`config.mk`:
```
export PLATFORM = sky130hd
export DESIGN_NAME = txo_position
export DESIGN_NICKNAME = d
export VERILOG_FILES = /design/src/design/txo_pkg.sv /design/src/design/txo_position.sv
export SDC_FILE = /design/constraint.sdc
export NUM_CORES = 1
export LEC_CHECK = 0
export ABC_AREA = 1
export BUFFER_PORTS_ARGS = -buffer_cell sky130_fd_sc_hd__buf_4
export CAP_MARGIN = 20
export CORE_MARGIN = 5
export CORE_UTILIZATION = 45
export DETAILED_ROUTE_END_ITERATION = 7
export PLACE_DENSITY = 0.67
export RECOVER_POWER = 50
export SLEW_MARGIN = 30
export SYNTH_ARGS = -nofsm -noshare
export SYNTH_HDL_FRONTEND = slang
export SYNTH_SLANG_ARGS = --single-unit
```
`constraint.sdc`:
```
create_clock -name clock -period 4.2 [get_ports clock]
set_clock_uncertainty 0.05 [all_clocks]
set_input_delay 0.84 -clock clock [delete_from_list [all_inputs] [get_ports clock]]
set_output_delay 0.84 -clock clock [all_outputs]
set_load 0.01 [all_outputs]
```
`src/design/txo_pkg.sv`:
```
// Shared types and constants of the 3x3 text outline filter.
// Used by txo_position, txo_window and text_outline_3x3_core; depends on nothing.
package txo_pkg;

   localparam int DEF_MAX_WIDTH = 1024;

   localparam int PIX_W        = 8;
   localparam int CFG_WIDTH_W  = 11;
   localparam int CFG_HEIGHT_W = 13;
   localparam int ROW_W        = 13;
   localparam int EMIT_W       = 22;
   localparam int CSR_ADDR_W   = 3;
   localparam int CSR_DATA_W   = 32;

   localparam logic [ROW_W-1:0]        ROW_MAX    = '1;
   localparam logic [CFG_HEIGHT_W-1:0] HEIGHT_MIN = 13'd1;
   localparam logic [CFG_HEIGHT_W-1:0] HEIGHT_MAX = 13'd4096;
   localparam int                      WIDTH_MIN  = 3;

   localparam logic [CFG_WIDTH_W-1:0]  RST_WIDTH  = 11'd320;
   localparam logic [CFG_HEIGHT_W-1:0] RST_HEIGHT = 13'd200;

   localparam logic [PIX_W-1:0] PIX_WHITE = 8'hFF;
   localparam logic [PIX_W-1:0] PIX_ZERO  = 8'h00;

   // Register index, taken from bit 2 of the byte address.
   localparam logic REG_FRAME_WIDTH  = 1'b0;
   localparam logic REG_FRAME_HEIGHT = 1'b1;

   // Per-item position decisions, made when the item is accepted.
   typedef struct packed {
      logic in_rows;   // current row lies inside the frame
      logic top_en;    // row two above lies inside the frame
      logic mid_en;    // row one above lies inside the frame
      logic col0;      // item sits in the first column
      logic emit;      // item produces a result
      logic last;      // that result is the final pixel of the frame
   } pos_type;

endpackage

```
`src/design/txo_position.sv`:
```
// Raster position tracking of the outline filter: column, row and result counters.
// Depends on txo_pkg.
module txo_position #(
   parameter int MAX_WIDTH = txo_pkg::DEF_MAX_WIDTH,
   parameter int CW        = $clog2(MAX_WIDTH + 1),
   parameter int IW        = $clog2(MAX_WIDTH),
   parameter int PW        = CW + txo_pkg::CFG_HEIGHT_W
) (
   input  logic                               clock,
   input  logic                               reset,
   input  logic                               accept,
   input  logic [CW-1:0]                      eff_width,
   input  logic [txo_pkg::CFG_HEIGHT_W-1:0]   eff_height,
   input  logic [PW-1:0]                      pixel_limit,
   output logic [IW-1:0]                      line_idx,
   output txo_pkg::pos_type                   pos
);
   import txo_pkg::*;

   localparam int CMPW = (PW > EMIT_W) ? PW : EMIT_W;

   logic [CW-1:0]     col_ff, col_in;
   logic [ROW_W-1:0]  row_ff, row_in;
   logic [EMIT_W-1:0] emit_cnt_ff, emit_cnt_in;

   logic [CW-1:0]    col_a, col_b;
   logic [ROW_W-1:0] row_a, row_b;

   function automatic logic [ROW_W-1:0] row_inc(input logic [ROW_W-1:0] r);
      row_inc = (r == ROW_MAX) ? r : r + ROW_W'(1);
   endfunction

   always_comb begin
      // A column count left beyond a narrowed width starts a new row.
      if (col_ff >= eff_width) begin
         col_a = '0;
         row_a = row_inc(row_ff);
      end else begin
         col_a = col_ff;
         row_a = row_ff;
      end
      line_idx = col_a[IW-1:0];

      pos.in_rows = row_a < eff_height;
      pos.mid_en  = (row_a != '0) && (row_a <= eff_height);
      pos.top_en  = (row_a >= ROW_W'(2)) &&
                    ({1'b0, row_a} < ({1'b0, eff_height} + (ROW_W + 1)'(2)));
      pos.col0    = (col_a == '0);
      pos.emit    = pos.col0 ? (row_a >= ROW_W'(2)) : (row_a != '0);
      pos.last    = pos.emit && (CMPW'(emit_cnt_ff) >= CMPW'(pixel_limit));

      col_b = col_a + CW'(1);
      row_b = row_a;
      if (col_b >= eff_width) begin
         col_b = '0;
         row_b = row_inc(row_a);
      end

      col_in      = col_ff;
      row_in      = row_ff;
      emit_cnt_in = emit_cnt_ff;
      if (accept) begin
         if (pos.last) begin
            col_in      = '0;
            row_in      = '0;
            emit_cnt_in = '0;
         end else begin
            col_in = col_b;
            row_in = row_b;
            if (pos.emit) begin
               emit_cnt_in = emit_cnt_ff + EMIT_W'(1);
            end
         end
      end
   end

   always_ff @(posedge clock) begin
      if (reset) begin
         col_ff      <= '0;
         row_ff      <= '0;
         emit_cnt_ff <= '0;
      end else begin
         col_ff      <= col_in;
         row_ff      <= row_in;
         emit_cnt_ff <= emit_cnt_in;
      end
   end

endmodule

```
==> metrics.cfg <==
[outcome]
outcome=complete, but fails checks
failed_checks=setup timing

[finish]
layout.nets=1203
drive_above_1_share_pct=37.5
stdcell_area_um2=8380
synthToLayoutAreaGrowth_pct=48.4
antennaDiodeCount=0
num-fill-cells=1059

[die]
dieArea_um2=14900
die_x_um=122
row_count=41
core_area_um2=12500
die_y_um=122
ios=67
initial_utilization_pct=45.3

[synthesis]
ys_types=37
ys_warn_count=0
avgSynthCellArea_um2=6.20
syn_area_um2=5650
netlist_top_cells_area=ha_1 17%, dfxtp_1 16%, nand2_1 14%
synth_seq_cells=46
synth_top_area_cell=ha_1
synth_seq_area_share_pct=16.3
synth_top_area_share_pct=17.1
synth_edf_count=0
synth_ff_type=dfxtp_1
syn_nets=1039
synthCells=911
ys_async_sr_fraction_pct=0

[route]
drt-initial-drc-count=489
vias_per_cell=5.26
vias=6565
wl_met2_mm=8.55
top_layer_used=met4
met1_length_mm=8.26
routed-wl-met3_um=843
drc=0
final_antenna_net_count=0
wl_per_cell_um=14.5
wl_mm=18.1
first_pass_iters=5

[power]
p_total_w=0.00117
p_leak_nw=3.92
vdd_drop_max_mv=0.165
power.density_nw_per_um2=139

[sta]
period_share_pct=106
setup_violations=26
rsz0062_at_grt=true
period_needed_ns=4.45
whs_ns=0.457
max_freq_ghz=0.225
hold_viol=0
slew_headroom_pct=58.2
tightest_slew_ns=0.626
setup_ws_ns=-0.246
maxSlewViolCount=0

[setup_path]
worstSetupStartpoint=eff_width[8]
r2r_end=col_ff[4]
cp-endpoint=pos[3]
required_ns=3.31
reg2regPathDepth=26
critPathKind=input pin to primary output
setup.worst_path.start_class=input pin
reg2reg_setup_slack_ns=0
cp_max_fo=6
worstSetupEndpointType=primary output
reg2reg_from=col_ff[8]
worst_ep_arrival_time_ns=3.56

[place]
finalWeightedCongestion=0.960
place_hpwl_mm=12.6
dpl_cell_area_um2=6880
portBuffers=66

[hold_path]
min_path_type=flop to flop

[clocking]
cts.clk_slew.worst_paths_ns=0.06
cts-root-buf=clkbuf_16
cts_hold_buf=0
htree_levels=2
cts_tree=done
clockBufferDepth=2
clk_latency_ns=0.31
cts.sinks=46
cts-buffers-inserted=5

[run]
cap_violations=0

[global_route]
antenna_found_initial=0
grt_max_degree=46
grt_pass1_vias=5749
grtUsageTotal_pct=22.0
overflow=0
grt_pass1_wl_mm=26.9

worst max-delay path: stages:
cell	delay, ns
buf_6	0.10
inv_4	0.05
ha_4	0.19
nand2_2	0.06
inv_2	0.03
o21bai_1	0.12
nand2_1	0.13
nor2_4	0.18
nand2_4	0.11
clkbuf_16	0.17
buf_4	0.15
nand2_2	0.08
nand2_4	0.06
ha_4	0.26
nand2_2	0.05
or3b_4	0.39
nor4_4	0.28
o21a_1	0.19
buf_6	0.11
timing repair:
| item | 4_1_cts | 5_1_grt |
|---|---|---|
| endpoints found under the setup margin | 24 | 30 |
| pin swaps | 33 | 83 |
| resized for setup | 73 | 167 |
| buffers inserted | 23 | 10 |
| gates cloned | 1 | 3 |
layer usage:
layer / vias up / track usage, %
met1: 3020 / 31.2
met5: - / 0
met3: 31 / 2.51
met4: 0 / 6.72
li1: 3341 / -
met2: 173 / 34.9
state kept, by name, summed over array words and instances, names as in the netlist:
register     cells
col_ff          11
emit_cnt_ff     22
row_ff          13
area by class of cell:
class	count	area [um^2]	area share (%)
tap	172	215	2.57
timing repair buffer	182	1480	17.7
clock inverter	3	43.8	0.522
sequential	46	921	11.0
multi-input combinational	698	5030	60.0
clock buffer	5	125	1.49
inverter	142	568	6.78
how the worst min path moves through the flow:
| stage | start | end | slack [ns] | depth (start not counted) |
|---|---|---|---|---|
| 3_5_place_dp | col_ff[2] | col_ff[2] | 0.44 | 2 |
| 5_1_grt | emit_cnt_ff[21] | emit_cnt_ff[21] | 0.47 | 2 |
| 3_3_place_gp | col_ff[0] | col_ff[0] | 0.44 | 2 |
| 6_report | emit_cnt_ff[21] | emit_cnt_ff[21] | 0.46 | 2 |
| 2_1_floorplan | col_ff[0] | col_ff[0] | 0.41 | 2 |
| 4_1_cts | emit_cnt_ff[21] | emit_cnt_ff[21] | 0.46 | 2 |
stage by stage:
step,utilization [%],setup WS (ns),TNS [ns],cells
after CTS,60.5,-0.193,-0.535,1236
after global routing,67.2,-0.393,-8.19,1248
after global placement,55.2,-0.338,-7.39,1204
after detailed placement,55.2,-0.387,-8.75,1204
after floorplan,-,-0.0187,-0.0337,911
final,67.2,-0.246,-2.58,1248
synthesized netlist by cell type, drive strengths merged, types with 3 or more instances:
master / instances
nor3: 18
a21oi: 80
o21bai: 3
nor4: 5
dfxtp: 46
nand3: 89
clkbuf: 13
xor2: 33
o21a: 3
inv: 142
nand2: 230
buf: 12
xnor2: 8
o21ai: 10
a211oi: 3
nand4: 47
ha: 77
nor2: 83
logic make-up after synthesis:
| group | count (synthesis) | share of synthesized area, % |
|---|---|---|
| compound gates | 106 | 10.2 |
| xor+xnor | 41 | 6.36 |
| fa+ha+maj | 77 | 17.1 |
| buf+inv | 167 | 11.9 |
| flops | 46 | 16.3 |
| simple gates | 474 | 38.1 |
placed cells by master (no fill, tap or decap), drive strengths merged, types with 5 or more instances in the layout:
cell type	count
buf	181
xnor2	8
a21oi	80
nor2	83
clkbuf	6
nand3	89
nand4	47
nor4	5
inv	143
o21ai	10
nand2	230
nor3	18
ha	77
dfxtp	46
xor2	33
report_power, final:
part	internal, W	switching [W]	leakage, nW	total (W)
clock	0.000283	0.000196	0.0842	0.000479
combinational	0.000115	0.000131	3.46	0.000246
sequential	0.000438	0.00000285	0.371	0.000441
Note: power is estimated with default switching activity, not from simulation.
