`src/design/txo_pkg.sv`:
```
// Shared types and constants of the 3x3 text outline filter.
// Used by txo_position, txo_window and text_outline_3x3_core; depends on nothing.
package txo_pkg;

   localparam int DEF_MAX_WIDTH = 1024;

   localparam int PIX_W        = 8;
   localparam int CFG_WIDTH_W  = 11;
   localparam int CFG_HEIGHT_W = 13;
   localparam int ROW_W        = 13;
   localparam int EMIT_W       = 22;
   localparam int CSR_ADDR_W   = 3;
   localparam int CSR_DATA_W   = 32;

   localparam logic [ROW_W-1:0]        ROW_MAX    = '1;
   localparam logic [CFG_HEIGHT_W-1:0] HEIGHT_MIN = 13'd1;
   localparam logic [CFG_HEIGHT_W-1:0] HEIGHT_MAX = 13'd4096;
   localparam int                      WIDTH_MIN  = 3;

   localparam logic [CFG_WIDTH_W-1:0]  RST_WIDTH  = 11'd320;
   localparam logic [CFG_HEIGHT_W-1:0] RST_HEIGHT = 13'd200;

   localparam logic [PIX_W-1:0] PIX_WHITE = 8'hFF;
   localparam logic [PIX_W-1:0] PIX_ZERO  = 8'h00;

   // Register index, taken from bit 2 of the byte address.
   localparam logic REG_FRAME_WIDTH  = 1'b0;
   localparam logic REG_FRAME_HEIGHT = 1'b1;

   // Per-item position decisions, made when the item is accepted.
   typedef struct packed {
      logic in_rows;   // current row lies inside the frame
      logic top_en;    // row two above lies inside the frame
      logic mid_en;    // row one above lies inside the frame
      logic col0;      // item sits in the first column
      logic emit;      // item produces a result
      logic last;      // that result is the final pixel of the frame
   } pos_type;

endpackage

```
`src/design/txo_window.sv`:
```
// 3x3 window registers of the outline filter and the outline decision on them.
// Depends on txo_pkg.
module txo_window (
   input  logic                        clock,
   input  logic                        reset,
   input  logic                        advance,
   input  txo_pkg::pos_type            pos,
   input  logic                        top_white,
   input  logic [txo_pkg::PIX_W-1:0]   mid_pix,
   input  logic                        bot_white,
   output logic [txo_pkg::PIX_W-1:0]   result
);
   import txo_pkg::*;

   // Column 0 holds the newest pixel. The outer rows only ever matter as
   // "is white", so they keep one flag per column.
   logic [2:0]            top_ff, top_in;
   logic [2:0]            bot_ff, bot_in;
   logic [2:0][PIX_W-1:0] mid_ff, mid_in;

   logic [2:0]            top_v, bot_v;
   logic [2:0][PIX_W-1:0] mid_v;
   logic                  hit;

   always_comb begin
      if (pos.col0) begin
         // The first column closes the previous row: its window is shifted
         // with an outside column, and the new column starts a fresh window.
         top_v  = {top_ff[1:0], 1'b0};
         bot_v  = {bot_ff[1:0], 1'b0};
         mid_v  = {mid_ff[1], mid_ff[0], PIX_ZERO};
         top_in = {2'b00, top_white};
         bot_in = {2'b00, bot_white};
         mid_in = {PIX_ZERO, PIX_ZERO, mid_pix};
      end else begin
         top_v  = {top_ff[1:0], top_white};
         bot_v  = {bot_ff[1:0], bot_white};
         mid_v  = {mid_ff[1], mid_ff[0], mid_pix};
         top_in = top_v;
         bot_in = bot_v;
         mid_in = mid_v;
      end
      if (pos.last) begin
         top_in = '0;
         bot_in = '0;
         mid_in = '0;
      end

      hit    = (|top_v) || (|bot_v) || (mid_v[0] == PIX_WHITE) || (mid_v[2] == PIX_WHITE);
      result = (mid_v[1] != PIX_ZERO) ? mid_v[1] : PIX_W'(hit);
   end

   always_ff @(posedge clock) begin
      if (reset) begin
         top_ff <= '0;
         bot_ff <= '0;
         mid_ff <= '0;
      end else if (advance) begin
         top_ff <= top_in;
         bot_ff <= bot_in;
         mid_ff <= mid_in;
      end
   end

endmodule

```
`config.mk`:
```
export PLATFORM = sky130hd
export DESIGN_NAME = txo_window
export DESIGN_NICKNAME = d
export VERILOG_FILES = /design/src/design/txo_pkg.sv /design/src/design/txo_window.sv
export SDC_FILE = /design/constraint.sdc
export NUM_CORES = 1
export LEC_CHECK = 0
export ABC_AREA = 1
export BUFFER_PORTS_ARGS = -buffer_cell sky130_fd_sc_hd__buf_2
export CORE_MARGIN = 4
export CORE_UTILIZATION = 49
export CTS_CLUSTER_DIAMETER = 200
export DETAILED_ROUTE_END_ITERATION = 12
export PLACE_DENSITY = 0.86
export SETUP_SLACK_MARGIN = 0.3
export SLEW_MARGIN = 20
export SYNTH_ARGS = -nofsm -noshare
export SYNTH_HDL_FRONTEND = slang
export SYNTH_SLANG_ARGS = --single-unit
```
`constraint.sdc`:
```
create_clock -name clock -period 1.1 [get_ports clock]
set_clock_uncertainty 0.15 [all_clocks]
set_input_delay 0.22 -clock clock [delete_from_list [all_inputs] [get_ports clock]]
set_output_delay 0.22 -clock clock [all_outputs]
set_load 0.005 [all_outputs]
```
==> results of run 1 <==
## cell families after synthesis
| logic type | share of synthesized area |
|---|---|
| AND/OR/NAND/NOR | 0.272 |
| AO/OA/AOI/OAI | 0.166 |
| buffers and inverters | 0.125 |
| flip-flops | 0.436 |
## repair_timing
action	in CTS
endpoints found under the setup margin	27
pin swaps	9
gates resized for setup	51
buffers inserted	8
## per-stage QoR
step                       util  setup TNS [ns]
after floorplan               -               0
after global placement    0.697          -0.125
after detailed placement  0.697          -0.162
after CTS                 0.871           -2.13
==> report_table.html, run 1 <==
<table>
<tr><th>Metric</th><th>Value</th></tr>
<tr><th colspan="2">Outcome</th></tr>
<tr><td>Stopping stage</td><td>global routing</td></tr>
<tr><td>Error that ended the run</td><td>[ERROR DPL-0038] Utilization greater than 100%, impossible to legalize</td></tr>
<tr><td>Run status</td><td>stopped before the end</td></tr>
<tr><th colspan="2">CTS</th></tr>
<tr><td>Clock sink count</td><td>20</td></tr>
<tr><td>H-tree Lvls</td><td>1</td></tr>
<tr><td>Number of buffers inserted during clock tree synthesis</td><td>3</td></tr>
<tr><td>Root buffer cell</td><td>clkbuf_4</td></tr>
<tr><td># hold bufs at CTS</td><td>0</td></tr>
<tr><td>Deepest clock path buffer count</td><td>2</td></tr>
<tr><th colspan="2">Floorplan</th></tr>
<tr><td>Horiz. Die Dim</td><td>51.3 um</td></tr>
<tr><td>Die height</td><td>51.3 um</td></tr>
<tr><td>Io pins</td><td>27</td></tr>
<tr><td>Effective utilization at floorplan</td><td>0.526</td></tr>
<tr><td>Placement row count</td><td>15</td></tr>
<tr><th colspan="2">Synthesis</th></tr>
<tr><td>Cell type with the largest total area after synthesis</td><td>dfxtp_1</td></tr>
<tr><td>Count of flip-flops with a built-in enable after synthesis</td><td>0</td></tr>
<tr><td>Synthesized Nets</td><td>152</td></tr>
<tr><td>Top cell type's share of synthesized area</td><td>0.436</td></tr>
<tr><td>Share of flip-flops with an asynchronous set or reset after synthesis</td><td>0</td></tr>
<tr><td>Ranking of synthesized cells by instance count</td><td>24 x nand2_1, 20 x dfxtp_1, 18 x a21oi_1</td></tr>
<tr><td>Most used standard cell by instance count after synthesis</td><td>nand2_1</td></tr>
<tr><td>Synth warn</td><td>0</td></tr>
<tr><td>Primary FF master, synth</td><td>dfxtp_1</td></tr>
<tr><td>Ranking of synthesized cells by area</td><td>dfxtp_1 44%, a21oi_1 9.8%, nand2_1 9.8%</td></tr>
<tr><td>Count of mapped cells out of synthesis</td><td>133</td></tr>
<tr><td>Unique cell type count in the Yosys netlist</td><td>16</td></tr>
<tr><td>Sequential share of the synthesized area</td><td>0.436</td></tr>
<tr><td>Synthesized area per cell</td><td>6.91 um2</td></tr>
<tr><td>Synthesized cell area</td><td>918 um2</td></tr>
<tr><td>Yosys reg bits</td><td>20</td></tr>
<tr><th colspan="2">STA</th></tr>
<tr><td>Worst-path endpoint after global-route repair_timing</td><td>result[0]</td></tr>
<tr><td>Worst EP Category</td><td>primary output</td></tr>
<tr><th colspan="2">Placed design</th></tr>
<tr><td>Placement-stage cell area</td><td>0.00122 mm2</td></tr>
<tr><td>Weighted congestion reported at the end of routability-driven placement</td><td>0.798</td></tr>
<tr><td>IO Port Bufs</td><td>22</td></tr>
<tr><td>Placed cells</td><td>192</td></tr>
<tr><td>Place WS</td><td>-0.162 ns</td></tr>
<tr><td>Total half-perimeter wirelength after legalization and detailed placement</td><td>1720 um</td></tr>
<tr><th colspan="2">Global routing</th></tr>
<tr><td>Largest net degree at the start of global routing</td><td>24</td></tr>
</table>
==> inputs of run 2 (changes only) <==
Settings changed: CORE_AREA set to 4 4 65 67, CORE_MARGIN 4 to not set, CORE_UTILIZATION 49 to not set, CTS_CLUSTER_DIAMETER 200 to not set, DIE_AREA set to 0 0 69 71, PLACE_DENSITY 0.86 to not set, PLACE_DENSITY_LB_ADDON set to 0.15, SETUP_SLACK_MARGIN 0.3 to not set.
==> run 2 against run 1 <==
The flow now finishes, with violations (setup timing); synthesized area unchanged; synthesized cell count unchanged.
==> report_table.html, run 2 <==
<table>
<tr><th>Metric</th><th>Value</th></tr>
<tr><th colspan="2">Detailed routing</th></tr>
<tr><td>DR iter-0 viols</td><td>15</td></tr>
<tr><td>WL/cell</td><td>10.3 um</td></tr>
<tr><td>Post-detailed-route DRC marker count</td><td>0</td></tr>
<tr><td>Antenna viol nets, final</td><td>0</td></tr>
<tr><td>Number of optimization iterations in the first detailed-route pass</td><td>3</td></tr>
<tr><td>Vias per std cell</td><td>4.15</td></tr>
<tr><td>Total routed wirelength</td><td>2230 um</td></tr>
<tr><td>Routed vias</td><td>900</td></tr>
<tr><th colspan="2">Synthesis</th></tr>
<tr><td>Yosys reg bits</td><td>20</td></tr>
<tr><td>Synthesized cell area</td><td>918 um2</td></tr>
<tr><td>Ranking of synthesized cells by instance count</td><td>24 x nand2_1, 20 x dfxtp_1, 18 x a21oi_1</td></tr>
<tr><td>Most used standard cell by instance count after synthesis</td><td>nand2_1</td></tr>
<tr><td>Synthesized Nets</td><td>152</td></tr>
<tr><td>Count of flip-flops with a built-in enable after synthesis</td><td>0</td></tr>
<tr><td>Unique cell type count in the Yosys netlist</td><td>16</td></tr>
<tr><td>Synth warn</td><td>0</td></tr>
<tr><td>Synthesized area per cell</td><td>6.91 um2</td></tr>
<tr><td>Top cell type's share of synthesized area</td><td>0.436</td></tr>
<tr><td>Count of mapped cells out of synthesis</td><td>133</td></tr>
<tr><td>Primary FF master, synth</td><td>dfxtp_1</td></tr>
<tr><td>Cell type with the largest total area after synthesis</td><td>dfxtp_1</td></tr>
<tr><td>Sequential share of the synthesized area</td><td>0.436</td></tr>
<tr><td>Share of flip-flops with an asynchronous set or reset after synthesis</td><td>0</td></tr>
<tr><td>Ranking of synthesized cells by area</td><td>dfxtp_1 44%, a21oi_1 9.8%, nand2_1 9.8%</td></tr>
<tr><th colspan="2">CTS</th></tr>
<tr><td># hold bufs at CTS</td><td>0</td></tr>
<tr><td>Clock sink count</td><td>20</td></tr>
<tr><td>Root buffer cell</td><td>clkbuf_8</td></tr>
<tr><td>TritonCTS clock tree</td><td>yes</td></tr>
<tr><td>H-tree Lvls</td><td>1</td></tr>
<tr><td>Clock Latency Late Sink</td><td>0.25 ns</td></tr>
<tr><td>Clk slew on worst S/H paths</td><td>0.07 ns</td></tr>
<tr><td>Deepest clock path buffer count</td><td>2</td></tr>
<tr><td>Number of buffers inserted during clock tree synthesis</td><td>3</td></tr>
<tr><th colspan="2">Floorplan</th></tr>
<tr><td>Die height</td><td>71 um</td></tr>
<tr><td>Placement row count</td><td>22</td></tr>
<tr><td>Core ar.</td><td>0.00363 mm2</td></tr>
<tr><td>Horiz. Die Dim</td><td>69 um</td></tr>
<tr><td>Area of the die</td><td>0.00490 mm2</td></tr>
<tr><td>Io pins</td><td>27</td></tr>
<tr><td>Effective utilization at floorplan</td><td>0.253</td></tr>
<tr><th colspan="2">Run</th></tr>
<tr><td>Max-cap violations</td><td>0</td></tr>
<tr><th colspan="2">Setup path</th></tr>
<tr><td>Crit path DAT</td><td>1.12 ns</td></tr>
<tr><td>CP most frequent cell</td><td>nand2_1</td></tr>
<tr><td>Cells traversed along the worst timing path</td><td>nor2_2, nand2_1, nor2_1, nand3_1, nand2_1, nand2_1, buf_2</td></tr>
<tr><td>CP Max Fanout</td><td>2</td></tr>
<tr><td>Master of the slowest instance on the critical path</td><td>dfxtp_2</td></tr>
<tr><td>Crit path buf inv count</td><td>1</td></tr>
<tr><td>Element type at the critical path end</td><td>output port</td></tr>
<tr><td>Slowest Stage Delay on Critical Path</td><td>0.32 ns</td></tr>
<tr><td>Category of the worst setup path launch point</td><td>flip-flop</td></tr>
<tr><td>Crit path kind</td><td>flip-flop to output port</td></tr>
<tr><td>Crit path required time</td><td>0.73 ns</td></tr>
<tr><td>Family with the most delay on the worst path</td><td>simple AND/OR/NAND/NOR gates</td></tr>
<tr><th colspan="2">Final layout</th></tr>
<tr><td>Count of inserted antenna diode cells</td><td>0</td></tr>
<tr><td>Final Core Density</td><td>0.367</td></tr>
<tr><td>Most common cell after layout, fill and taps aside</td><td>nand2_1</td></tr>
<tr><td>Max reg flops</td><td>16</td></tr>
<tr><td>Top register by number of flip-flops</td><td>mid_ff</td></tr>
<tr><td>Proportion of layout cells with a drive suffix above 1</td><td>0.355</td></tr>
<tr><td>Layout-stage area growth over the synthesis result</td><td>45.2%</td></tr>
<tr><td>Commonest non-fill, non-tap cells in the layout</td><td>24 x nand2_1, 18 x a21oi_1, 15 x buf_2, 15 x buf_4</td></tr>
<tr><td>Final Net Count</td><td>189</td></tr>
<tr><td>Largest registers</td><td>mid_ff x16, bot_ff x2, top_ff x2</td></tr>
<tr><th colspan="2">STA</th></tr>
<tr><td>Post-layout worst setup margin</td><td>-0.391 ns</td></tr>
<tr><td>Number of hold violations in the final report</td><td>0</td></tr>
<tr><td>Max_slew headroom</td><td>0.855</td></tr>
<tr><td>Highest Clock Rate</td><td>671 MHz</td></tr>
<tr><td>Crit share post-route</td><td>1.36</td></tr>
<tr><td>Min Clock Period, post-route</td><td>1.49 ns</td></tr>
<tr><td>Transition at the pin with the smallest max-transition slack</td><td>0.217 ns</td></tr>
<tr><td>Setup violators final</td><td>8</td></tr>
<tr><td>RSZ-0062 raised after global routing</td><td>true</td></tr>
<tr><td>Max-slew violations</td><td>0</td></tr>
<tr><th colspan="2">Global routing</th></tr>
<tr><td>Met1 layer usage reported by global route</td><td>0.112</td></tr>
<tr><td>Congestion Overflow GR</td><td>0</td></tr>
<tr><td>Peak-usage layer in the global routing report</td><td>met2</td></tr>
<tr><td>Wire length of the first global-routing pass</td><td>3830 um</td></tr>
<tr><td>Met3 layer usage reported by global route</td><td>0.0199</td></tr>
<tr><td>Number of global-route vias before repair</td><td>900</td></tr>
<tr><td>Largest net degree at the start of global routing</td><td>24</td></tr>
<tr><td>Total routing resource utilization after global routing</td><td>0.0959</td></tr>
<tr><td>Antenna violations before repair</td><td>0</td></tr>
<tr><td>GRT met2 Usage</td><td>0.171</td></tr>
<tr><th colspan="2">Placed design</th></tr>
<tr><td>Total half-perimeter wirelength after legalization and detailed placement</td><td>1790 um</td></tr>
<tr><td>Place WS</td><td>-0.156 ns</td></tr>
<tr><td>IO Port Bufs</td><td>22</td></tr>
<tr><td>Weighted congestion reported at the end of routability-driven placement</td><td>0.769</td></tr>
<tr><th colspan="2">Outcome</th></tr>
<tr><td>Run status</td><td>complete, but fails checks</td></tr>
<tr><td>Failing checks</td><td>setup timing</td></tr>
<tr><th colspan="2">Hold path</th></tr>
<tr><td>Worst hold path type</td><td>primary input to flip-flop</td></tr>
<tr><th colspan="2">Pwr</th></tr>
<tr><td>Cell Pwr Density</td><td>1180 mW/mm2</td></tr>
<tr><td>IR Drop Worst-Case VDD</td><td>0.000449 V</td></tr>
<tr><td>Leakage component of the power</td><td>0.570 nW</td></tr>
</table>
-- run 2: cell families (layout without fill, tap and decap cells) --
kind of cell,count (synthesis),after routing,synth area share
DFF,20,20,0.436
AOI/OAI and AO/OA,30,30,0.166
and+or+nand+nor,56,56,0.272
buffers and inverters,27,63,0.125
-- run 2: stage by stage --
stage	instances	cell area, um2	TNS [ns]	total power [mW]	hold slack, ns
5_1_grt	217	1330	-1.13	1.67	0.0824
2_1_floorplan	133	918	0	0.907	0.230
6_report	217	1330	-0.811	1.57	0.0863
3_3_place_gp	211	1180	-0.179	1.01	0.354
4_1_cts	215	1320	-0.921	1.60	0.0806
3_5_place_dp	211	1180	-0.156	1.02	0.360
-- run 2: report_power, final --
group	leakage, nW	internal (mW)	switching (mW)
sequential	0.168	0.759	0.0169
clock	0.0288	0.318	0.232
combinational	0.373	0.127	0.120
total	0.570	1.20	0.370
-- run 2: layer usage --
metal / vias to the layer above / part of all wire
li1: 491 / -
met1: 399 / 0.43
met2: 8 / 0.53
met3: 2 / 0.031
met4: 0 / 0.0072
met5: - / 0
-- run 2: final timing paths --
| path | start | to | slack (ns) | cells after the start |
|---|---|---|---|---|
| worst max-delay path | top_ff[1] | result[0] | -0.39 | 7 |
| worst min-delay path | mid_pix[4] | mid_ff[4] | 0.09 | 3 |
| worst max register to register | mid_ff[0] | mid_ff[0] | 0.10 | 5 |
| worst min register to register | mid_ff[15] | mid_ff[15] | 0.38 | 2 |
-- run 2: what timing repair did --
action | in CTS | in global routing
pin swaps | 4 | 1
setup endpoints to repair | 8 | 8
resized for setup | 22 | 5
buffers inserted | 2 | 5
-- run 2: cell type report --
type                            count  area, um2
Sequential cell                    20        412
Multi-Input combinational cell     86        405
Timing Repair Buffer               44        345
Inverter                           15       56.3
Clock buffer                        4       55.1
Tap cell                           48       60.1
Fill cell                         419       2300
-- run 2: worst min-delay path: cells and delay by family --
family | cells | cell delay (ns)
and+or+nand+nor | 1 | 0.07
buffers and inverters | 1 | 0.11
AOI/OAI and AO/OA | 1 | 0.06
(Power assumes the default switching activity.)
==> inputs of run 3 (changes only) <==
Settings changed: CORE_AREA 4 4 65 67 to 2 2 63 65, DIE_AREA 0 0 69 71 to 0 0 65 67.
==> run 3 against run 2 <==
The flow still finishes with violations (setup timing); first-iteration DRC count rose by 33%; via count increased by 0.89%; utilization rose by 0.90 points; critical path type unchanged; largest power group unchanged.
==> report_table.html, run 3 (synthesized netlist as in run 2, its figures left out) <==
<table>
<tr><th>Metric</th><th>Value</th></tr>
<tr><th colspan="2">Final layout</th></tr>
<tr><td>Most common cell after layout, fill and taps aside</td><td>nand2_1</td></tr>
<tr><td>Top register by number of flip-flops</td><td>mid_ff</td></tr>
<tr><td>Largest registers</td><td>mid_ff x16, bot_ff x2, top_ff x2</td></tr>
<tr><td>Area of all placed cells without fillers</td><td>0.00136 mm2</td></tr>
<tr><td>Count of inserted antenna diode cells</td><td>0</td></tr>
<tr><td>Multi-input combinational cell area</td><td>408 um2</td></tr>
<tr><td>Fill cell count</td><td>396</td></tr>
<tr><td>Final Net Count</td><td>190</td></tr>
<tr><td>Proportion of layout cells with a drive suffix above 1</td><td>0.365</td></tr>
<tr><td>Final cell count without fillers</td><td>218</td></tr>
<tr><td>Layout-stage area growth over the synthesis result</td><td>47.7%</td></tr>
<tr><td>Final Core Density</td><td>0.376</td></tr>
<tr><td>Max reg flops</td><td>16</td></tr>
<tr><td>Sequential cell area</td><td>412 um2</td></tr>
<tr><td>Commonest non-fill, non-tap cells in the layout</td><td>24 x nand2_1, 18 x a21oi_1, 15 x buf_2, 15 x buf_4</td></tr>
<tr><th colspan="2">Floorplan</th></tr>
<tr><td>Effective utilization at floorplan</td><td>0.255</td></tr>
<tr><td>Die height</td><td>67 um</td></tr>
<tr><td>Core ar.</td><td>0.00361 mm2</td></tr>
<tr><td>Horiz. Die Dim</td><td>65 um</td></tr>
<tr><td>Io pins</td><td>27</td></tr>
<tr><td>Area of the die</td><td>0.00436 mm2</td></tr>
<tr><td>Placement row count</td><td>22</td></tr>
<tr><th colspan="2">Placed design</th></tr>
<tr><td>Placement-stage cell area</td><td>0.00120 mm2</td></tr>
<tr><td>Placed cells</td><td>212</td></tr>
<tr><td>Place WS</td><td>-0.176 ns</td></tr>
<tr><td>Weighted congestion reported at the end of routability-driven placement</td><td>0.720</td></tr>
<tr><td>IO Port Bufs</td><td>22</td></tr>
<tr><td>Total half-perimeter wirelength after legalization and detailed placement</td><td>1750 um</td></tr>
<tr><th colspan="2">Global routing</th></tr>
<tr><td>Wire length of the first global-routing pass</td><td>3950 um</td></tr>
<tr><td>Number of global-route vias before repair</td><td>908</td></tr>
<tr><td>Antenna violations before repair</td><td>0</td></tr>
<tr><td>Largest net degree at the start of global routing</td><td>22</td></tr>
<tr><td>Congestion Overflow GR</td><td>0</td></tr>
<tr><td>Total routing resource utilization after global routing</td><td>0.118</td></tr>
<tr><th colspan="2">Setup path</th></tr>
<tr><td>Worst reg2reg path depth</td><td>5</td></tr>
<tr><td>Element type at the critical path end</td><td>output port</td></tr>
<tr><td>CP Max Fanout</td><td>2</td></tr>
<tr><td>Crit path required time</td><td>0.73 ns</td></tr>
<tr><td>Crit path kind</td><td>flip-flop to output port</td></tr>
<tr><td>Crit path DAT</td><td>1.12 ns</td></tr>
<tr><td>Category of the worst setup path launch point</td><td>flip-flop</td></tr>
<tr><td>Startpoint of the most critical register-to-register path</td><td>mid_ff[7]</td></tr>
<tr><td>Worst R2R End</td><td>mid_ff[7]</td></tr>
<tr><td>Setup slack of the most critical reg-to-reg path</td><td>0.11 ns</td></tr>
<tr><th colspan="2">CTS</th></tr>
<tr><td>Number of buffers inserted during clock tree synthesis</td><td>3</td></tr>
<tr><td>Deepest clock path buffer count</td><td>2</td></tr>
<tr><td>Clock sink count</td><td>20</td></tr>
<tr><td>Root buffer cell</td><td>clkbuf_8</td></tr>
<tr><td>Clk slew on worst S/H paths</td><td>0.07 ns</td></tr>
<tr><td>TritonCTS clock tree</td><td>yes</td></tr>
<tr><td>Clock Latency Late Sink</td><td>0.25 ns</td></tr>
<tr><td>H-tree Lvls</td><td>1</td></tr>
<tr><th colspan="2">Outcome</th></tr>
<tr><td>Failing checks</td><td>setup timing</td></tr>
<tr><td>Run status</td><td>complete, but fails checks</td></tr>
<tr><th colspan="2">Pwr</th></tr>
<tr><td>Leakage component of the power</td><td>0.579 nW</td></tr>
<tr><td>Sum of internal, switching and leakage power</td><td>1.59 mW</td></tr>
<tr><td>Cell Pwr Density</td><td>1180 mW/mm2</td></tr>
<tr><td>IR Drop Worst-Case VDD</td><td>0.000476 V</td></tr>
<tr><th colspan="2">Hold path</th></tr>
<tr><td>WHS Endpoint</td><td>top_ff[0]</td></tr>
<tr><td>Start point of the worst min-delay path</td><td>top_white</td></tr>
<tr><td>Worst hold path type</td><td>primary input to flip-flop</td></tr>
<tr><td>Hold-critical path depth</td><td>3</td></tr>
<tr><th colspan="2">STA</th></tr>
<tr><td>Min Clock Period, post-route</td><td>1.49 ns</td></tr>
<tr><td>Max_slew headroom</td><td>0.839</td></tr>
<tr><td>RSZ-0062 raised after global routing</td><td>true</td></tr>
<tr><td>Transition at the pin with the smallest max-transition slack</td><td>0.241 ns</td></tr>
<tr><td>Post-layout worst setup margin</td><td>-0.392 ns</td></tr>
<tr><td>Number of hold violations in the final report</td><td>0</td></tr>
<tr><td>Setup violators final</td><td>8</td></tr>
<tr><td>Accumulated negative setup slack</td><td>-0.828 ns</td></tr>
<tr><td>Highest Clock Rate</td><td>670 MHz</td></tr>
<tr><td>Smallest hold slack</td><td>0.0878 ns</td></tr>
<tr><td>Max-slew violations</td><td>0</td></tr>
<tr><td>Crit share post-route</td><td>1.36</td></tr>
<tr><th colspan="2">Detailed routing</th></tr>
<tr><td>Vias per std cell</td><td>4.17</td></tr>
<tr><td>Number of optimization iterations in the first detailed-route pass</td><td>4</td></tr>
<tr><td>DR iter-0 viols</td><td>20</td></tr>
<tr><td>Total routed wirelength</td><td>2310 um</td></tr>
<tr><td>Antenna viol nets, final</td><td>0</td></tr>
<tr><td>WL/cell</td><td>10.6 um</td></tr>
<tr><td>Routed vias</td><td>908</td></tr>
<tr><td>Post-detailed-route DRC marker count</td><td>0</td></tr>
<tr><th colspan="2">Run</th></tr>
<tr><td>Max-cap violations</td><td>0</td></tr>
</table>
==> run 3: changes by cell type in the layout (fill, tap and decap cells not counted), sizes merged <==
cell / delta
buf: +1
==> run 3: worst max-delay path by stage <==
stage | endpoint | cells after the start | from | slack [ns]
floorplan | result[0] | 6 | bot_ff[0] | 0.04
global placement | result[0] | 7 | bot_ff[1] | -0.17
detailed placement | result[0] | 7 | bot_ff[1] | -0.18
CTS | result[0] | 7 | top_ff[1] | -0.44
global route | result[0] | 7 | top_ff[1] | -0.51
finish | result[0] | 7 | top_ff[1] | -0.39
==> run 3: layout make-up <==
type,count,area share
well taps,48,0.0443
flip-flops and latches,20,0.304
multi-input cells,86,0.301
inverters,15,0.0415
repair buffers,45,0.269
clock buffers,4,0.0406
==> run 3: power by group <==
part / total [mW] / switching (mW) / internal (mW)
registers: 0.776 / 0.0175 / 0.759
clock network: 0.561 / 0.243 / 0.318
logic: 0.257 / 0.123 / 0.134
==> run 3: timing repair <==
item / 4_1_cts / 5_1_grt
setup endpoints to repair: 8 / 8
gates resized for setup: 22 / 8
pin swaps: 4 / 0
gates cloned: 0 / 0
hold buffers: 0 / 0
buffers inserted: 1 / 7
==> run 3: metal layers <==
layer	up-vias	wire length (um)	GRT usage
li1	494	-	-
met1	403	1060	0.138
met2	9	1170	0.214
met3	2	46	0.0186
met4	0	27	0.0479
met5	-	0	0
==> run 3: critical path, stage by stage (launching register included) <==
cell and delay [ns]:
dfxtp_2 0.33, nor2_2 0.09, nand2_1 0.06, nor2_1 0.09, nand3_1 0.08, nand2_1 0.06, nand2_1 0.04, buf_2 0.12
==> inputs of run 4 (changes only) <==
Clock period 1.1 ns to 1.7 ns, I/O delays scaled along.
==> run 4 against run 3 <==
The run now ends clean; final cell count down 10%; critical path depth did not move; sequential power is 35% lower; total power decreased by 42%; sequential share of layout area increased by 6.6 points; non-clock buffer count decreased by 21; utilization fell by 7.3 points; register-to-register slack improved by 0.60 ns; wire length decreased by 5.7%; flip-flop and latch count unchanged; critical endpoint unchanged.
==> report_table.html, run 4 (synthesized netlist as in run 2, its figures left out) <==
<table>
<tr><th>Metric</th><th>Value</th></tr>
<tr><th colspan="2">Setup path</th></tr>
<tr><td>Category of the worst setup path launch point</td><td>flip-flop</td></tr>
<tr><td>Element type at the critical path end</td><td>output port</td></tr>
<tr><td>Family with the most delay on the worst path</td><td>simple AND/OR/NAND/NOR gates</td></tr>
<tr><td>Crit path buf inv count</td><td>1</td></tr>
<tr><td>Cells traversed along the worst timing path</td><td>nor2_1, nand2_1, nor2_2, nand3_1, nand2_1, nand2_1, buf_2</td></tr>
<tr><td>Crit path required time</td><td>1.21 ns</td></tr>
<tr><td>CP Max Fanout</td><td>3</td></tr>
<tr><td>Setup slack of the most critical reg-to-reg path</td><td>0.71 ns</td></tr>
<tr><td>Crit path DAT</td><td>1.13 ns</td></tr>
<tr><td>Crit path kind</td><td>flip-flop to output port</td></tr>
<tr><td>CP most frequent cell</td><td>nand2_1</td></tr>
<tr><td>Master of the slowest instance on the critical path</td><td>dfxtp_2</td></tr>
<tr><td>Slowest Stage Delay on Critical Path</td><td>0.33 ns</td></tr>
<tr><th colspan="2">CTS</th></tr>
<tr><td>H-tree Lvls</td><td>1</td></tr>
<tr><td>Deepest clock path buffer count</td><td>2</td></tr>
<tr><td>Clock Latency Late Sink</td><td>0.25 ns</td></tr>
<tr><td>TritonCTS clock tree</td><td>yes</td></tr>
<tr><td>Clk slew on worst S/H paths</td><td>0.07 ns</td></tr>
<tr><td># hold bufs at CTS</td><td>0</td></tr>
<tr><td>Root buffer cell</td><td>clkbuf_8</td></tr>
<tr><td>Number of buffers inserted during clock tree synthesis</td><td>3</td></tr>
<tr><td>Clock sink count</td><td>20</td></tr>
<tr><th colspan="2">STA</th></tr>
<tr><td>RSZ-0062 raised after global routing</td><td>true</td></tr>
<tr><td>Setup violators final</td><td>0</td></tr>
<tr><td>Max_slew headroom</td><td>0.806</td></tr>
<tr><td>Crit share post-route</td><td>0.954</td></tr>
<tr><td>Number of hold violations in the final report</td><td>0</td></tr>
<tr><td>Min Clock Period, post-route</td><td>1.62 ns</td></tr>
<tr><td>Transition at the pin with the smallest max-transition slack</td><td>0.290 ns</td></tr>
<tr><td>Highest Clock Rate</td><td>617 MHz</td></tr>
<tr><td>Smallest hold slack</td><td>0.207 ns</td></tr>
<tr><td>Max-slew violations</td><td>0</td></tr>
<tr><th colspan="2">Outcome</th></tr>
<tr><td>Run status</td><td>finished, final reports clean</td></tr>
<tr><th colspan="2">Pwr</th></tr>
<tr><td>IR Drop Worst-Case VDD</td><td>0.000259 V</td></tr>
<tr><td>Sum of internal, switching and leakage power</td><td>0.927 mW</td></tr>
<tr><td>Cell Pwr Density</td><td>847 mW/mm2</td></tr>
<tr><td>Leakage component of the power</td><td>0.448 nW</td></tr>
<tr><th colspan="2">Placed design</th></tr>
<tr><td>Total half-perimeter wirelength after legalization and detailed placement</td><td>1650 um</td></tr>
<tr><td>Weighted congestion reported at the end of routability-driven placement</td><td>0.768</td></tr>
<tr><td>IO Port Bufs</td><td>22</td></tr>
<tr><td>Placement-stage cell area</td><td>0.00104 mm2</td></tr>
<tr><th colspan="2">Floorplan</th></tr>
<tr><td>Die height</td><td>67 um</td></tr>
<tr><td>Area of the die</td><td>0.00436 mm2</td></tr>
<tr><td>Effective utilization at floorplan</td><td>0.255</td></tr>
<tr><td>Placement row count</td><td>22</td></tr>
<tr><td>Io pins</td><td>27</td></tr>
<tr><td>Horiz. Die Dim</td><td>65 um</td></tr>
<tr><td>Core ar.</td><td>0.00361 mm2</td></tr>
<tr><th colspan="2">Global routing</th></tr>
<tr><td>Congestion Overflow GR</td><td>0</td></tr>
<tr><td>Wire length of the first global-routing pass</td><td>3530 um</td></tr>
<tr><td>Total routing resource utilization after global routing</td><td>0.107</td></tr>
<tr><td>Antenna violations before repair</td><td>0</td></tr>
<tr><td>Largest net degree at the start of global routing</td><td>22</td></tr>
<tr><td>Number of global-route vias before repair</td><td>793</td></tr>
<tr><th colspan="2">Detailed routing</th></tr>
<tr><td>DR iter-0 viols</td><td>8</td></tr>
<tr><td>Number of optimization iterations in the first detailed-route pass</td><td>4</td></tr>
<tr><td>Total routed wirelength</td><td>2180 um</td></tr>
<tr><td>Routed vias</td><td>853</td></tr>
<tr><td>Vias per std cell</td><td>4.35</td></tr>
<tr><td>Post-detailed-route DRC marker count</td><td>0</td></tr>
<tr><td>Antenna viol nets, final</td><td>0</td></tr>
<tr><td>WL/cell</td><td>11.1 um</td></tr>
<tr><th colspan="2">Hold path</th></tr>
<tr><td>Worst hold path type</td><td>primary input to flip-flop</td></tr>
<tr><th colspan="2">Final layout</th></tr>
<tr><td>Layout-stage area growth over the synthesis result</td><td>19.2%</td></tr>
<tr><td>Area of all placed cells without fillers</td><td>0.00109 mm2</td></tr>
<tr><td>Top register by number of flip-flops</td><td>mid_ff</td></tr>
<tr><td>Fill cell count</td><td>411</td></tr>
<tr><td>Largest registers</td><td>mid_ff x16, bot_ff x2, top_ff x2</td></tr>
<tr><td>Final Net Count</td><td>169</td></tr>
<tr><td>Commonest non-fill, non-tap cells in the layout</td><td>24 x nand2_1, 22 x buf_2, 18 x a21oi_1</td></tr>
<tr><td>Count of inserted antenna diode cells</td><td>0</td></tr>
<tr><td>Most common cell after layout, fill and taps aside</td><td>nand2_1</td></tr>
<tr><td>Max reg flops</td><td>16</td></tr>
<tr><td>Proportion of layout cells with a drive suffix above 1</td><td>0.230</td></tr>
<tr><th colspan="2">Run</th></tr>
<tr><td>Max-cap violations</td><td>0</td></tr>
</table>
## run 4: cell count changes in the layout (fill, tap and decap cells not counted), sizes merged
cell and delta:
buf -21, clkbuf -1
## run 4: cell type report
class	count	area, um2	area share
clock buffers	3	41.3	0.0377
inverters	15	56.3	0.0514
multi-input cells	86	408	0.373
flip-flops and latches	20	404	0.369
well taps	48	60.1	0.0549
repair buffers	24	125	0.114
## run 4: metrics by stage
step | worst slack, ns | util | setup TNS [ns] | instances
floorplan | 0.507 | - | 0 | 133
global placement | 0.191 | 0.288 | 0 | 192
detailed placement | 0.187 | 0.288 | 0 | 192
CTS | 0.00756 | 0.299 | 0 | 195
global route | -0.0119 | 0.304 | -0.0119 | 196
finish | 0.0784 | 0.304 | 0 | 196
## run 4: path summary, 6_finish.rpt
kind                    end  cells after the start      start
setup / recovery  result[0]                      7  top_ff[0]
hold / removal    top_ff[0]                      3  top_white
hold reg to reg   top_ff[1]                      2  top_ff[0]
setup reg to reg  mid_ff[1]                      3  mid_ff[1]
## run 4: worst register-to-register path: stages, from the launching register on
cell and delay (ns):
dfxtp_1 0.39, inv_1 0.07, or2_1 0.21, a21oi_1 0.11
## run 4: power breakdown
part | total (mW) | internal (mW) | leakage (nW) | switching [mW]
logic | 0.118 | 0.0487 | 0.261 | 0.0696
clock network | 0.305 | 0.158 | 0.0216 | 0.148
registers | 0.504 | 0.490 | 0.165 | 0.0135
## run 4: layer usage
metal | up-vias | track usage | part of all wire
li1 | 453 | - | -
met1 | 387 | 0.133 | 0.49
met2 | 11 | 0.179 | 0.48
met3 | 2 | 0.0152 | 0.018
met4 | 0 | 0.0559 | 0.012
met5 | - | 0 | 0
## run 4: what timing repair did
| item | 4_1_cts | 5_1_grt |
|---|---|---|
| endpoints found under the hold margin | 0 | 0 |
| buffers inserted | 0 | 1 |
| setup endpoints to repair | 0 | 1 |
| resized for setup | 0 | 5 |
